File: config.mk
export PLATFORM = sky130hd
export DESIGN_NAME = vigenere_letter_cipher
export DESIGN_NICKNAME = d
export VERILOG_FILES = /design/src/hw/rtl/vlc_pkg.sv /design/src/hw/rtl/vigenere_letter_cipher.sv /design/src/hw/rtl/vlc_ram.sv /design/src/hw/rtl/vlc_front.sv /design/src/hw/rtl/vlc_queue.sv /design/src/hw/rtl/vlc_back.sv
export SDC_FILE = /design/constraint.sdc
export NUM_CORES = 1
export LEC_CHECK = 0
export ABC_AREA = 0
export BUFFER_PORTS_ARGS = -buffer_cell sky130_fd_sc_hd__buf_2
export CAP_MARGIN = 25
export CORE_ASPECT_RATIO = 0.75
export CORE_MARGIN = 2
export CORE_UTILIZATION = 62
export CTS_BUF_LIST = sky130_fd_sc_hd__clkbuf_8 sky130_fd_sc_hd__clkbuf_16
export DETAILED_ROUTE_END_ITERATION = 6
export PLACE_DENSITY = 0.85
export RECOVER_POWER = 100
export SKIP_LAST_GASP = 1
export SYNTH_ARGS = -nofsm -noshare
export SYNTH_HDL_FRONTEND = slang
export SYNTH_SLANG_ARGS = --single-unit
File: constraint.sdc
create_clock -name clk -period 5.6 [get_ports clk]
set_input_delay 0.84 -clock clk [delete_from_list [all_inputs] [get_ports clk]]
set_output_delay 0.84 -clock clk [all_outputs]
set_load 0.05 [all_outputs]
File: src/hw/rtl/vlc_pkg.sv
// Shared types and constants for the Vigenere letter cipher.
// No dependencies; every other file except vlc_ram refers to it by scoped name.
package vlc_pkg;

    localparam int KEY_DEPTH_DEF = 16;
    localparam int LETTER_W      = 7;
    localparam int SHIFT_W       = 5;
    localparam int QUEUE_DEPTH   = 2;

    localparam logic [LETTER_W-1:0] LETTER_A = 7'd65;
    localparam logic [LETTER_W-1:0] LETTER_Z = 7'd90;
    localparam logic [LETTER_W-1:0] KEY_BASE = 7'd64;
    localparam logic [LETTER_W:0]   ALPHA_N  = 8'd26;

    localparam logic KIND_KEY  = 1'b0;
    localparam logic KIND_TEXT = 1'b1;

    typedef struct packed {
        logic                kind;
        logic [LETTER_W-1:0] letter;
        logic                start_req;
    } req_word_t;

    typedef struct packed {
        logic [LETTER_W-1:0] out_letter;
        logic                no_key;
    } rsp_word_t;

    typedef enum logic [1:0] {
        OP_PASS,
        OP_NOKEY,
        OP_SHIFT
    } op_t;

    typedef struct packed {
        op_t                 op;
        logic [LETTER_W-1:0] letter;
        logic [SHIFT_W-1:0]  shift;
    } job_t;

    function automatic logic is_upper(input logic [LETTER_W-1:0] c);
        return (c >= LETTER_A) && (c <= LETTER_Z);
    endfunction

endpackage

File: src/hw/rtl/vigenere_letter_cipher.sv
// Top level of the Vigenere letter cipher: front end, job queue, back end, mode register.
// Depends on vlc_pkg, vlc_front, vlc_queue and vlc_back.
//
// One word is accepted every clock, key or text, and one result word per text word
// can leave every clock; key words produce no result. A text word's result reaches rsp
// through the front-end stage, which takes the key store read at the edge that accepts
// it, then one pass through the two-entry queue, and then the result register.
// A stalled result side backs up through the queue to req_ready. The key store holds
// KEY_DEPTH shifts in a RAM; a key word with start_req clears it, and a text word with
// start_req restarts the key at its first letter. Write cfg_wdata (1 = decrypt) only
// while no word is in flight.
module vigenere_letter_cipher #(
    parameter int KEY_DEPTH = vlc_pkg::KEY_DEPTH_DEF
) (
    input  logic               clk,
    input  logic               rst_n,
    input  logic               req_valid,
    output logic               req_ready,
    input  vlc_pkg::req_word_t req,
    output logic               rsp_valid,
    input  logic               rsp_ready,
    output vlc_pkg::rsp_word_t rsp,
    input  logic               cfg_we,
    input  logic               cfg_wdata
);

    logic          decrypt_mode_reg;
    logic          push_valid;
    logic          push_ready;
    vlc_pkg::job_t push_job;
    logic          pop_valid;
    logic          pop_ready;
    vlc_pkg::job_t pop_job;

    always_ff @(posedge clk or negedge rst_n)
    begin
        if (!rst_n)
        begin
            decrypt_mode_reg <= 1'b0;
        end
        else if (cfg_we)
        begin
            decrypt_mode_reg <= cfg_wdata;
        end
    end

    vlc_front #(
        .KEY_DEPTH (KEY_DEPTH)
    ) u_front (
        .clk        (clk),
        .rst_n      (rst_n),
        .req_valid  (req_valid),
        .req_ready  (req_ready),
        .req        (req),
        .push_valid (push_valid),
        .push_ready (push_ready),
        .push_job   (push_job)
    );

    vlc_queue u_queue (
        .clk        (clk),
        .rst_n      (rst_n),
        .push_valid (push_valid),
        .push_ready (push_ready),
        .push_job   (push_job),
        .pop_valid  (pop_valid),
        .pop_ready  (pop_ready),
        .pop_job    (pop_job)
    );

    vlc_back u_back (
        .clk          (clk),
        .rst_n        (rst_n),
        .decrypt_mode (decrypt_mode_reg),
        .pop_valid    (pop_valid),
        .pop_ready    (pop_ready),
        .pop_job      (pop_job),
        .rsp_valid    (rsp_valid),
        .rsp_ready    (rsp_ready),
        .rsp          (rsp)
    );

    a_key_no_result: assert property (@(posedge clk) disable iff (!rst_n)
        (req_valid && req_ready && (req.kind == vlc_pkg::KIND_KEY)) |=> !push_valid
            || $past(push_valid && !push_ready))
        else $error("key word produced a job");

    a_text_job: assert property (@(posedge clk) disable iff (!rst_n)
        (req_valid && req_ready && (req.kind == vlc_pkg::KIND_TEXT)) |=> push_valid)
        else $error("text word lost in front end");

    a_mode_write: assert property (@(posedge clk) disable iff (!rst_n)
        cfg_we |=> (decrypt_mode_reg == $past(cfg_wdata)))
        else $error("mode register missed a write");

endmodule

File: src/hw/rtl/vlc_ram.sv
// Generic single-write, single-read RAM with registered read data.
// No dependencies.
module vlc_ram #(
    parameter int WIDTH = 8,
    parameter int DEPTH = 16
) (
    input  logic                                clk,
    input  logic                                we,
    input  logic [(DEPTH > 1 ? $clog2(DEPTH) : 1)-1:0] waddr,
    input  logic [WIDTH-1:0]                    wdata,
    input  logic                                re,
    input  logic [(DEPTH > 1 ? $clog2(DEPTH) : 1)-1:0] raddr,
    output logic [WIDTH-1:0]                    rdata
);

    logic [WIDTH-1:0] mem_reg [DEPTH];
    logic [WIDTH-1:0] rdata_reg;

    always_ff @(posedge clk)
    begin
        if (we)
        begin
            mem_reg[waddr] <= wdata;
        end
        if (re)
        begin
            rdata_reg <= mem_reg[raddr];
        end
    end

    assign rdata = rdata_reg;

endmodule

File: src/hw/rtl/vlc_front.sv
// Front end: accepts words, keeps key length and position, owns the key store,
// and hands classified jobs to the queue. Depends on vlc_pkg and vlc_ram.
module vlc_front #(
    parameter int KEY_DEPTH = vlc_pkg::KEY_DEPTH_DEF
) (
    input  logic               clk,
    input  logic               rst_n,
    input  logic               req_valid,
    output logic               req_ready,
    input  vlc_pkg::req_word_t req,
    output logic               push_valid,
    input  logic               push_ready,
    output vlc_pkg::job_t      push_job
);

    localparam int AW = (KEY_DEPTH > 1) ? $clog2(KEY_DEPTH) : 1;
    localparam int LW = $clog2(KEY_DEPTH + 1);
    localparam logic [LW-1:0] DEPTH_L = LW'(KEY_DEPTH);

    logic [LW-1:0] key_length_reg, key_length_next;
    logic [AW-1:0] key_pos_reg, key_pos_next;
    logic          stage_valid_reg, stage_valid_next;
    vlc_pkg::op_t  stage_op_reg, stage_op_next;
    logic [vlc_pkg::LETTER_W-1:0] stage_letter_reg;

    logic          accept;
    logic          upper;
    logic [LW-1:0] len_base;
    logic [AW-1:0] pos_base;
    logic [AW-1:0] pos_eff;
    logic [LW-1:0] pos_inc;
    logic          ram_we;
    logic          ram_re;
    logic [vlc_pkg::SHIFT_W-1:0] ram_wdata;
    logic [vlc_pkg::SHIFT_W-1:0] ram_rdata;

    assign req_ready = !stage_valid_reg || push_ready;
    assign accept    = req_valid && req_ready;
    assign upper     = vlc_pkg::is_upper(req.letter);
    assign ram_wdata = vlc_pkg::SHIFT_W'(req.letter - vlc_pkg::KEY_BASE);

    always_comb
    begin
        key_length_next = key_length_reg;
        key_pos_next    = key_pos_reg;
        ram_we          = 1'b0;
        ram_re          = 1'b0;
        stage_op_next   = stage_op_reg;
        len_base        = req.start_req ? '0 : key_length_reg;
        pos_base        = req.start_req ? '0 : key_pos_reg;
        pos_eff         = (LW'(pos_base) >= key_length_reg) ? '0 : pos_base;
        pos_inc         = LW'(pos_eff) + LW'(1);
        stage_valid_next = stage_valid_reg && !push_ready;

        if (accept)
        begin
            unique case (req.kind)
                vlc_pkg::KIND_KEY:
                begin
                    key_length_next = len_base;
                    if (req.start_req)
                    begin
                        key_pos_next = '0;
                    end
                    if (upper && (len_base < DEPTH_L))
                    begin
                        ram_we          = 1'b1;
                        key_length_next = len_base + LW'(1);
                    end
                end
                vlc_pkg::KIND_TEXT:
                begin
                    stage_valid_next = 1'b1;
                    key_pos_next     = pos_base;
                    if (key_length_reg == '0)
                    begin
                        stage_op_next = vlc_pkg::OP_NOKEY;
                    end
                    else if (upper)
                    begin
                        stage_op_next = vlc_pkg::OP_SHIFT;
                        ram_re        = 1'b1;
                        key_pos_next  = (pos_inc >= key_length_reg) ? '0 : pos_inc[AW-1:0];
                    end
                    else
                    begin
                        stage_op_next = vlc_pkg::OP_PASS;
                    end
                end
                default:
                begin
                    stage_valid_next = stage_valid_reg && !push_ready;
                end
            endcase
        end
    end

    always_ff @(posedge clk or negedge rst_n)
    begin
        if (!rst_n)
        begin
            key_length_reg  <= '0;
            key_pos_reg     <= '0;
            stage_valid_reg <= 1'b0;
            stage_op_reg    <= vlc_pkg::OP_PASS;
        end
        else
        begin
            key_length_reg  <= key_length_next;
            key_pos_reg     <= key_pos_next;
            stage_valid_reg <= stage_valid_next;
            stage_op_reg    <= stage_op_next;
        end
    end

    always_ff @(posedge clk)
    begin
        if (accept && (req.kind == vlc_pkg::KIND_TEXT))
        begin
            stage_letter_reg <= req.letter;
        end
    end

    vlc_ram #(
        .WIDTH (vlc_pkg::SHIFT_W),
        .DEPTH (KEY_DEPTH)
    ) u_key_ram (
        .clk   (clk),
        .we    (ram_we),
        .waddr (len_base[AW-1:0]),
        .wdata (ram_wdata),
        .re    (ram_re),
        .raddr (pos_eff),
        .rdata (ram_rdata)
    );

    assign push_valid       = stage_valid_reg;
    assign push_job.op      = stage_op_reg;
    assign push_job.letter  = stage_letter_reg;
    assign push_job.shift   = ram_rdata;

    a_pos_in_key: assert property (@(posedge clk) disable iff (!rst_n)
        (key_length_reg != '0) |-> (LW'(key_pos_reg) < key_length_reg))
        else $error("key position beyond key length");

    a_len_bound: assert property (@(posedge clk) disable iff (!rst_n)
        key_length_reg <= DEPTH_L)
        else $error("key length beyond store depth");

    a_stage_hold: assert property (@(posedge clk) disable iff (!rst_n)
        (stage_valid_reg && !push_ready) |=>
            (stage_valid_reg && $stable(stage_op_reg) && $stable(stage_letter_reg)))
        else $error("stalled stage word lost");

endmodule

File: src/hw/rtl/vlc_queue.sv
// Two-entry job queue between front end and back end.
// Depends on vlc_pkg.
module vlc_queue (
    input  logic          clk,
    input  logic          rst_n,
    input  logic          push_valid,
    output logic          push_ready,
    input  vlc_pkg::job_t push_job,
    output logic          pop_valid,
    input  logic          pop_ready,
    output vlc_pkg::job_t pop_job
);

    localparam int PW = $clog2(vlc_pkg::QUEUE_DEPTH);
    localparam int CW = $clog2(vlc_pkg::QUEUE_DEPTH + 1);

    vlc_pkg::job_t  slot_reg [vlc_pkg::QUEUE_DEPTH];
    logic [PW-1:0]  wr_ptr_reg, wr_ptr_next;
    logic [PW-1:0]  rd_ptr_reg, rd_ptr_next;
    logic [CW-1:0]  count_reg, count_next;
    logic           do_push;
    logic           do_pop;

    assign push_ready = (count_reg != CW'(vlc_pkg::QUEUE_DEPTH));
    assign pop_valid  = (count_reg != '0);
    assign do_push    = push_valid && push_ready;
    assign do_pop     = pop_valid && pop_ready;
    assign pop_job    = slot_reg[rd_ptr_reg];

    always_comb
    begin
        wr_ptr_next = do_push ? PW'(wr_ptr_reg + PW'(1)) : wr_ptr_reg;
        rd_ptr_next = do_pop ? PW'(rd_ptr_reg + PW'(1)) : rd_ptr_reg;
        count_next  = count_reg + CW'(do_push) - CW'(do_pop);
    end

    always_ff @(posedge clk or negedge rst_n)
    begin
        if (!rst_n)
        begin
            wr_ptr_reg <= '0;
            rd_ptr_reg <= '0;
            count_reg  <= '0;
        end
        else
        begin
            wr_ptr_reg <= wr_ptr_next;
            rd_ptr_reg <= rd_ptr_next;
            count_reg  <= count_next;
        end
    end

    always_ff @(posedge clk)
    begin
        if (do_push)
        begin
            slot_reg[wr_ptr_reg] <= push_job;
        end
    end

    a_count_bound: assert property (@(posedge clk) disable iff (!rst_n)
        count_reg <= CW'(vlc_pkg::QUEUE_DEPTH))
        else $error("queue count overflow");

    a_ptr_gap: assert property (@(posedge clk) disable iff (!rst_n)
        (count_reg == '0) |-> (wr_ptr_reg == rd_ptr_reg))
        else $error("queue pointers disagree with count");

    a_count_step: assert property (@(posedge clk) disable iff (!rst_n)
        (do_push && !do_pop) |=> (count_reg == $past(count_reg) + CW'(1)))
        else $error("queue count missed a push");

endmodule

File: src/hw/rtl/vlc_back.sv
// Back end: applies the key shift with wrap inside A..Z and holds the result word.
// Depends on vlc_pkg.
module vlc_back (
    input  logic               clk,
    input  logic               rst_n,
    input  logic               decrypt_mode,
    input  logic               pop_valid,
    output logic               pop_ready,
    input  vlc_pkg::job_t      pop_job,
    output logic               rsp_valid,
    input  logic               rsp_ready,
    output vlc_pkg::rsp_word_t rsp
);

    localparam int W = vlc_pkg::LETTER_W + 1;

    logic               rsp_valid_reg, rsp_valid_next;
    vlc_pkg::rsp_word_t rsp_reg, rsp_next;
    logic [W-1:0]       sum;
    logic [W-1:0]       diff;
    logic [W-1:0]       result;
    logic               take;

    assign pop_ready = !rsp_valid_reg || rsp_ready;
    assign take      = pop_valid && pop_ready;

    always_comb
    begin
        sum  = W'(pop_job.letter) + W'(pop_job.shift);
        diff = W'(pop_job.letter) - W'(pop_job.shift);
        if (decrypt_mode)
        begin
            result = (diff < W'(vlc_pkg::LETTER_A)) ? diff + vlc_pkg::ALPHA_N : diff;
        end
        else
        begin
            result = (sum > W'(vlc_pkg::LETTER_Z)) ? sum - vlc_pkg::ALPHA_N : sum;
        end

        rsp_next.out_letter = pop_job.letter;
        rsp_next.no_key     = 1'b0;
        unique case (pop_job.op)
            vlc_pkg::OP_PASS:  rsp_next.no_key = 1'b0;
            vlc_pkg::OP_NOKEY: rsp_next.no_key = 1'b1;
            vlc_pkg::OP_SHIFT: rsp_next.out_letter = result[vlc_pkg::LETTER_W-1:0];
            default:           rsp_next.no_key = 1'b0;
        endcase

        rsp_valid_next = take || (rsp_valid_reg && !rsp_ready);
    end

    always_ff @(posedge clk or negedge rst_n)
    begin
        if (!rst_n)
        begin
            rsp_valid_reg <= 1'b0;
        end
        else
        begin
            rsp_valid_reg <= rsp_valid_next;
        end
    end

    always_ff @(posedge clk)
    begin
        if (take)
        begin
            rsp_reg <= rsp_next;
        end
    end

    assign rsp_valid = rsp_valid_reg;
    assign rsp       = rsp_reg;

    a_shift_in_range: assert property (@(posedge clk) disable iff (!rst_n)
        (take && (pop_job.op == vlc_pkg::OP_SHIFT)) |=>
            vlc_pkg::is_upper(rsp_reg.out_letter))
        else $error("shifted letter outside A..Z");

    a_nokey_passes: assert property (@(posedge clk) disable iff (!rst_n)
        (take && (pop_job.op == vlc_pkg::OP_NOKEY)) |=>
            (rsp_reg.no_key && (rsp_reg.out_letter == $past(pop_job.letter))))
        else $error("empty-key word altered");

    a_no_take_when_full: assert property (@(posedge clk) disable iff (!rst_n)
        (rsp_valid_reg && !rsp_ready) |-> !take)
        else $error("result register overwritten while waiting");

endmodule

==> results of run 1 <==
-- stage by stage --
step	hold WS [ns]	setup WS (ns)
global placement	0.424	0.900
detailed placement	0.430	0.654
finish	0.449	0.819
global route	0.451	0.516
floorplan	0.421	0.712
CTS	0.337	1.07
-- area by class of cell --
cell class              count  area, um2
clock buffers              17        425
clock inverters            15        148
fillers                   729       3190
inverters                  29        109
multi-input cells         358       2510
flip-flops and latches    146       4290
well taps                 140        175
repair buffers             30        133
-- path summary, 6_finish.rpt --
check	start	end	slack [ns]	depth (start not counted)
min in group asynchronous	rst_n	u_queue.count_reg[1]$_DFF_PN0_	0.54	1
hold / removal	u_front.stage_letter_reg[6]$_DFFE_PP_	u_queue.slot_reg[1][11]$_DFFE_PP_	0.45	0
hold reg to reg	u_front.stage_letter_reg[6]$_DFFE_PP_	u_queue.slot_reg[1][11]$_DFFE_PP_	0.45	0
setup reg to reg	u_queue.rd_ptr_reg$_DFFE_PN0P_	u_back.rsp[5]$_DFFE_PP_	0.86	13
setup / recovery	req[0]	u_front.key_pos_reg[0]$_DFFE_PN0P_	0.82	18
max in group asynchronous	rst_n	u_front.key_length_reg[1]$_DFFE_PN0P_	4.48	1
-- cells in the mapped netlist (2+ instances only) --
master / n
a221oi_1: 6
or2_2: 2
buf_2: 2
dfrtp_1: 18
nor3b_1: 2
o32ai_1: 2
a21oi_1: 23
mux2i_1: 16
xnor2_1: 11
o22ai_1: 18
o21ai_0: 24
nand3_1: 4
fa_1: 2
nor2b_1: 11
inv_1: 26
nand3b_1: 2
a21o_1: 7
nor4b_1: 2
a21oi_2: 2
nand4_1: 2
inv_2: 2
o21a_1: 2
ha_1: 28
mux2_2: 8
buf_1: 2
a211oi_1: 8
a32o_1: 2
nand2_1: 51
clkbuf_1: 14
nor2_1: 39
a32oi_1: 2
o211ai_1: 10
a31oi_1: 18
nand2b_1: 9
and2_1: 2
and3_1: 4
edfxtp_1: 128
xor2_1: 7
or3_1: 4
-- kinds of logic after synthesis --
kind of cell,after synthesis,share of synthesized area (%)
AOI/OAI and AO/OA,143,14.1
xor gates and xnor gates,20,2.88
adders and majority gates,30,5.58
buffers and inverters,48,2.72
DFF,146,61.4
muxes,25,3.79
and+or+nand+nor,140,9.55
-- placed cells by master, fill, tap and decap left out, types with 18 or more instances in the layout --
master and n:
inv_1 26, nor2_1 39, clkbuf_1 22, o22ai_1 18, ha_1 28, a21oi_1 24, nand2_1 51, dfrtp_1 18
edfxtp_1 128, o21ai_0 25
-- per-layer routing --
metal | up-vias | global-route usage, % | wire length, um
met4 | 0 | 10.8 | 275
met2 | 298 | 38.9 | 6680
met1 | 2302 | 39.6 | 6730
met3 | 36 | 6.78 | 1800
li1 | 2152 | - | -
met5 | - | 0 | 0
-- power groups by stage --
| stage | combinational [uW] | sequential [uW] | clock, uW |
|---|---|---|---|
| final | 1520 | 1360 | 1100 |
| after global routing | 1650 | 1370 | 1150 |
| after CTS | 1520 | 1360 | 1110 |
| after detailed placement | 1510 | 1380 | 0 |
| after global placement | 1440 | 1380 | 0 |
| after floorplan | 1100 | 1490 | 0 |
-- worst max-delay path, cell delays in order --
cell      delay (ns)
clkbuf_1        0.27
nor2b_1         0.28
clkinv_1        0.13
ha_1            0.28
nand2b_1        0.16
a21o_1          0.18
a21o_1          0.21
a21oi_1         0.61
o21a_1          0.49
ha_1            0.36
ha_1            0.30
a21oi_1         0.14
nor2b_1         0.06
o21ai_0         0.14
nand2b_1        0.07
a21oi_1         0.30
a31oi_1         0.13
o21ai_0         0.16
==> run_results.csv, run 1 <==
group,metric,value,unit
worst_setup_path,crit_path_start_kind,"primary input",
synth,yosys.area.top_type,"edfxtp_1",
run,max_cap_violations,0,
cells_and_area,area_delta_synth_final,11.4,%
power_and_ir_drop,p_sw,1480,uW
clock_tree,numCtsBuffers,17,
worst_setup_path,cp.arrival,5.13,ns
synth,netlist_area,7000,um2
floorplanning,dieWidth,127,um
global_routing,grt_max_degree,26,
clock_tree,clockBufferDepth,2,
timing,finalSetupTns,0,ns
routing,drt-initial-drc-count,712,
timing,worst_pin_slew,1.17,ns
placed_design,place.gp.congestion,0.962,
routing,drt-wirelength-per-cell,21.1,um
outcome,outcome,"finished clean",
power_and_ir_drop,p_leak,0.00285,uW
synth,syn_nets,597,
routing,drc,0,
cells_and_area,final-instance-count-excl-fill,735,
cells_and_area,largest_reg_flops,80,
power_and_ir_drop,pwr-share-clk,27.7,%
timing,maxSlewViolCount,0,
cells_and_area,final_nets,627,
floorplanning,start_util,63.7,%
power_and_ir_drop,p_int,2510,uW
placed_design,placed_area,7260,um2
timing,slew_headroom,22.0,%
routing,vias_per_cell,6.51,
clock_tree,hold_buffers,0,
timing,setup-violations-final,0,
cells_and_area,diodes,0,
cells_and_area,stdcell_area,7800,um2
power_and_ir_drop,vdd_drop_max,0.302,mV
worst_setup_path,cp-end-kind,"flop",
synth,synth-seq-cells,146,
worst_setup_path,cp_data_required_time,5.94,ns
placed_design,port-buffer-count,24,
timing,fin_crit_sh,85.4,%
synth,synthCells,552,
clock_tree,htreeDepth,4,
global_routing,grt_pass1_vias,4451,
timing,fin_skew,0.0129,ns
worst_setup_path,crit_fanout,16,
routing,vias,4788,
power_and_ir_drop,power,3990,uW
timing,rsz0062_at_grt,"false",
synth,ys.flop_type,"edfxtp_1",
timing,clock.fmax,209,MHz
global_routing,grt_usage,26.9,%
synth,synth.distinct_cells,69,
floorplanning,die_h,96.0,um
timing,hold_viol,0,
placed_design,hpwlAfterDp,10500,um
synth,yosys.area.top_type_share,54.9,%
routing,drt_wl_total,15500,um
routing,ant_nets,0,
floorplanning,core_area,11000,um2
clock_tree,cts.repair.resized,0,
clock_tree,cts_sinks,146,
worst_setup_path,crit_type,"primary input to flop",
clock_tree,cts_root_buf,"clkbuf_16",
power_and_ir_drop,swShare,37.1,%
synth,synth_area_per_cell,12.7,um2
clock_tree,post-cts-setup-buffers,0,
cells_and_area,utilization,71.0,%
routing,first_pass_iters,5,
global_routing,grt_pass1_wl,24000,um
power_and_ir_drop,p_comb_share,38.1,%
global_routing,overflow,0,
synth,synth_edf_count,128,
floorplanning,rows,33,
cells_and_area,drive_gt1_share,10.6,%
hold_path,hold_path_class,"flop to flop",
synth,async_flop_share,12.3,%
synth,yosysWarnings,0,
placed_design,place_inst,703,
clock_tree,clk_latency,0.43,ns
clock_tree,clkTransAtPathRegs,0.06,ns
floorplanning,fp.dieArea,12200,um2
power_and_ir_drop,powerDensity,512,nW/um2
clock_tree,cts_tree,"done",
global_routing,antenna_found_initial,0,
synth,synth_area_leaders,"edfxtp_1 (55%), dfrtp_1 (6.4%), ha_1 (5.0%)",
timing,fin_crit,4.78,ns
synth,ys_seq_area_share,61.4,%
power_and_ir_drop,seqPwrFrac,34.2,%
floorplanning,design.portCount,25,
Note: power is estimated with default switching activity, not from simulation.
==> run 2, diff against run 1 <==
--- a/config.mk
+++ b/config.mk
@@ -9,7 +9,7 @@
 export BUFFER_PORTS_ARGS = -buffer_cell sky130_fd_sc_hd__buf_2
 export CAP_MARGIN = 25
 export CORE_ASPECT_RATIO = 0.75
-export CORE_MARGIN = 2
+export CORE_MARGIN = 3
 export CORE_UTILIZATION = 62
 export CTS_BUF_LIST = sky130_fd_sc_hd__clkbuf_8 sky130_fd_sc_hd__clkbuf_16
 export DETAILED_ROUTE_END_ITERATION = 6
==> run_results.csv, run 2 (same netlist as run 1, synthesis figures left out) <==
group,metric,value,unit
routing,drc,0,
worst_setup_path,cp_data_required_time,5.94,ns
clock_tree,numCtsBuffers,17,
routing,drt_wl_total,16200,um
outcome,outcome,"finished clean",
global_routing,grt_pass1_wl,25500,um
timing,fin_crit_sh,87.7,%
routing,first_pass_iters,5,
power_and_ir_drop,p_leak,0.00285,uW
timing,worst_pin_slew,1.11,ns
placed_design,hpwlAfterDp,11000,um
floorplanning,design.portCount,25,
power_and_ir_drop,power,4000,uW
placed_design,port-buffer-count,24,
floorplanning,die_h,98.0,um
clock_tree,cts_tree,"done",
worst_setup_path,cp.arrival,5.25,ns
placed_design,place.gp.congestion,0.969,
timing,slew_headroom,26.0,%
clock_tree,cts.repair.resized,0,
clock_tree,clkTransAtPathRegs,0.07,ns
floorplanning,rows,32,
worst_setup_path,crit_type,"primary input to flop",
cells_and_area,fillCellCount,672,
timing,finalSetupTns,0,ns
routing,vias_per_cell,6.65,
timing,hold_viol,0,
clock_tree,cts_sinks,146,
cells_and_area,largest_reg_flops,80,
timing,rsz0062_at_grt,"false",
timing,clock.fmax,204,MHz
power_and_ir_drop,seqPwrFrac,34.5,%
power_and_ir_drop,p_sw,1530,uW
clock_tree,htreeDepth,4,
global_routing,grt_max_degree,26,
timing,setup-violations-final,0,
placed_design,dp_slack,0.670,ns
routing,vias,4858,
routing,drt-wirelength-per-cell,22.1,um
worst_setup_path,crit_fanout,16,
cells_and_area,stdcell_area,7790,um2
power_and_ir_drop,swShare,38.2,%
floorplanning,fp.dieArea,12600,um2
clock_tree,clockBufferDepth,2,
power_and_ir_drop,p_int,2480,uW
floorplanning,start_util,65.7,%
timing,maxSlewViolCount,0,
timing,fin_skew,0.0121,ns
cells_and_area,diodes,0,
floorplanning,core_area,10700,um2
cells_and_area,area_delta_synth_final,11.3,%
cells_and_area,utilization,73.2,%
timing,worst_slack,0.689,ns
routing,ant_nets,0,
timing,fin_crit,4.91,ns
global_routing,grt_usage,26.7,%
power_and_ir_drop,p_comb_share,38.6,%
cells_and_area,final_cell_mix,"edfxtp_1 (128), nand2_1 (51), nor2_1 (39)",
power_and_ir_drop,pwr-share-clk,26.9,%
floorplanning,dieWidth,129,um
cells_and_area,final_common_cell,"edfxtp_1",
cells_and_area,final_nets,627,
hold_path,hold_path_class,"flop to flop",
clock_tree,hold_buffers,0,
clock_tree,clk_latency,0.43,ns
global_routing,overflow,0,
routing,drt-initial-drc-count,650,
clock_tree,post-cts-setup-buffers,0,
cells_and_area,drive_gt1_share,11.1,%
global_routing,grt_pass1_vias,4732,
power_and_ir_drop,vdd_drop_max,0.322,mV
clock_tree,cts_root_buf,"clkbuf_16",
worst_setup_path,cp-end-kind,"flop",
global_routing,antenna_found_initial,0,
run,max_cap_violations,0,
worst_setup_path,crit_path_start_kind,"primary input",
power_and_ir_drop,powerDensity,514,nW/um2
placed_design,placed_area,7260,um2
[run 2: cell count changes in the layout (fill, tap and decap cells not counted), sizes merged]
| cell | delta |
|---|---|
| clkinv | +2 |
| clkbuf | -2 |
| bufinv | -1 |
| buf | +2 |
| clkinvlp | -1 |
[run 2: metrics by stage]
stage,hold slack (ns),std cells
after floorplan,0.421,552
after global placement,0.423,699
after detailed placement,0.430,699
after CTS,0.367,731
after global routing,0.463,731
final,0.455,731
[run 2: routing by layer]
| metal | track usage (%) | wire, um |
|---|---|---|
| met5 | 0 | 0 |
| met2 | 38.1 | 7270 |
| met3 | 9.40 | 2060 |
| met1 | 38.8 | 6570 |
| met4 | 8.39 | 252 |
[run 2: critical path: stages]
cell      delay [ns]
clkbuf_1        0.25
nor2b_1         0.28
clkinv_1        0.13
ha_1            0.28
nand2b_1        0.14
a21o_1          0.17
a21o_1          0.21
a21oi_1         0.57
or2_2           0.36
nand2_1         0.13
inv_1           0.11
ha_1            0.20
xor2_1          0.24
ha_1            0.27
nor2b_1         0.13
o21ai_0         0.17
nand2b_1        0.09
a21oi_1         0.33
a31oi_1         0.17
o21ai_0         0.19
[run 2: cell type report]
type | count | area (um2) | area share, %
clock buffer | 17 | 425 | 5.46
sequential | 146 | 4290 | 55.1
multi-input combinational | 358 | 2520 | 32.3
clock inverter | 15 | 141 | 1.81
tap | 136 | 170 | 2.18
timing repair buffer | 30 | 135 | 1.73
inverter | 29 | 109 | 1.40
[run 2: path summary, 6_finish.rpt]
check                                                       from                                    end  slack (ns)  cells after the start
setup / recovery                                          req[0]     u_front.key_pos_reg[0]$_DFFE_PN0P_        0.69                     20
hold / removal             u_front.stage_letter_reg[1]$_DFFE_PP_       u_queue.slot_reg[0][6]$_DFFE_PP_        0.46                      0
setup reg to reg              u_front.key_pos_reg[0]$_DFFE_PN0P_     u_front.key_pos_reg[0]$_DFFE_PN0P_        1.07                     19
hold reg to reg            u_front.stage_letter_reg[1]$_DFFE_PP_       u_queue.slot_reg[0][6]$_DFFE_PP_        0.46                      0
max in group asynchronous                                  rst_n  u_front.key_length_reg[0]$_DFFE_PN0P_        4.32                      1
min in group asynchronous                                  rst_n    u_front.stage_op_reg[1]$_DFFE_PN0P_        0.61                      1
[run 2: power groups by stage]
stage | clock (uW) | sequential [uW] | combinational [uW]
floorplan | 0 | 1490 | 1100
global placement | 0 | 1390 | 1440
detailed placement | 0 | 1400 | 1520
CTS | 1080 | 1380 | 1540
global route | 1140 | 1390 | 1670
finish | 1080 | 1380 | 1540
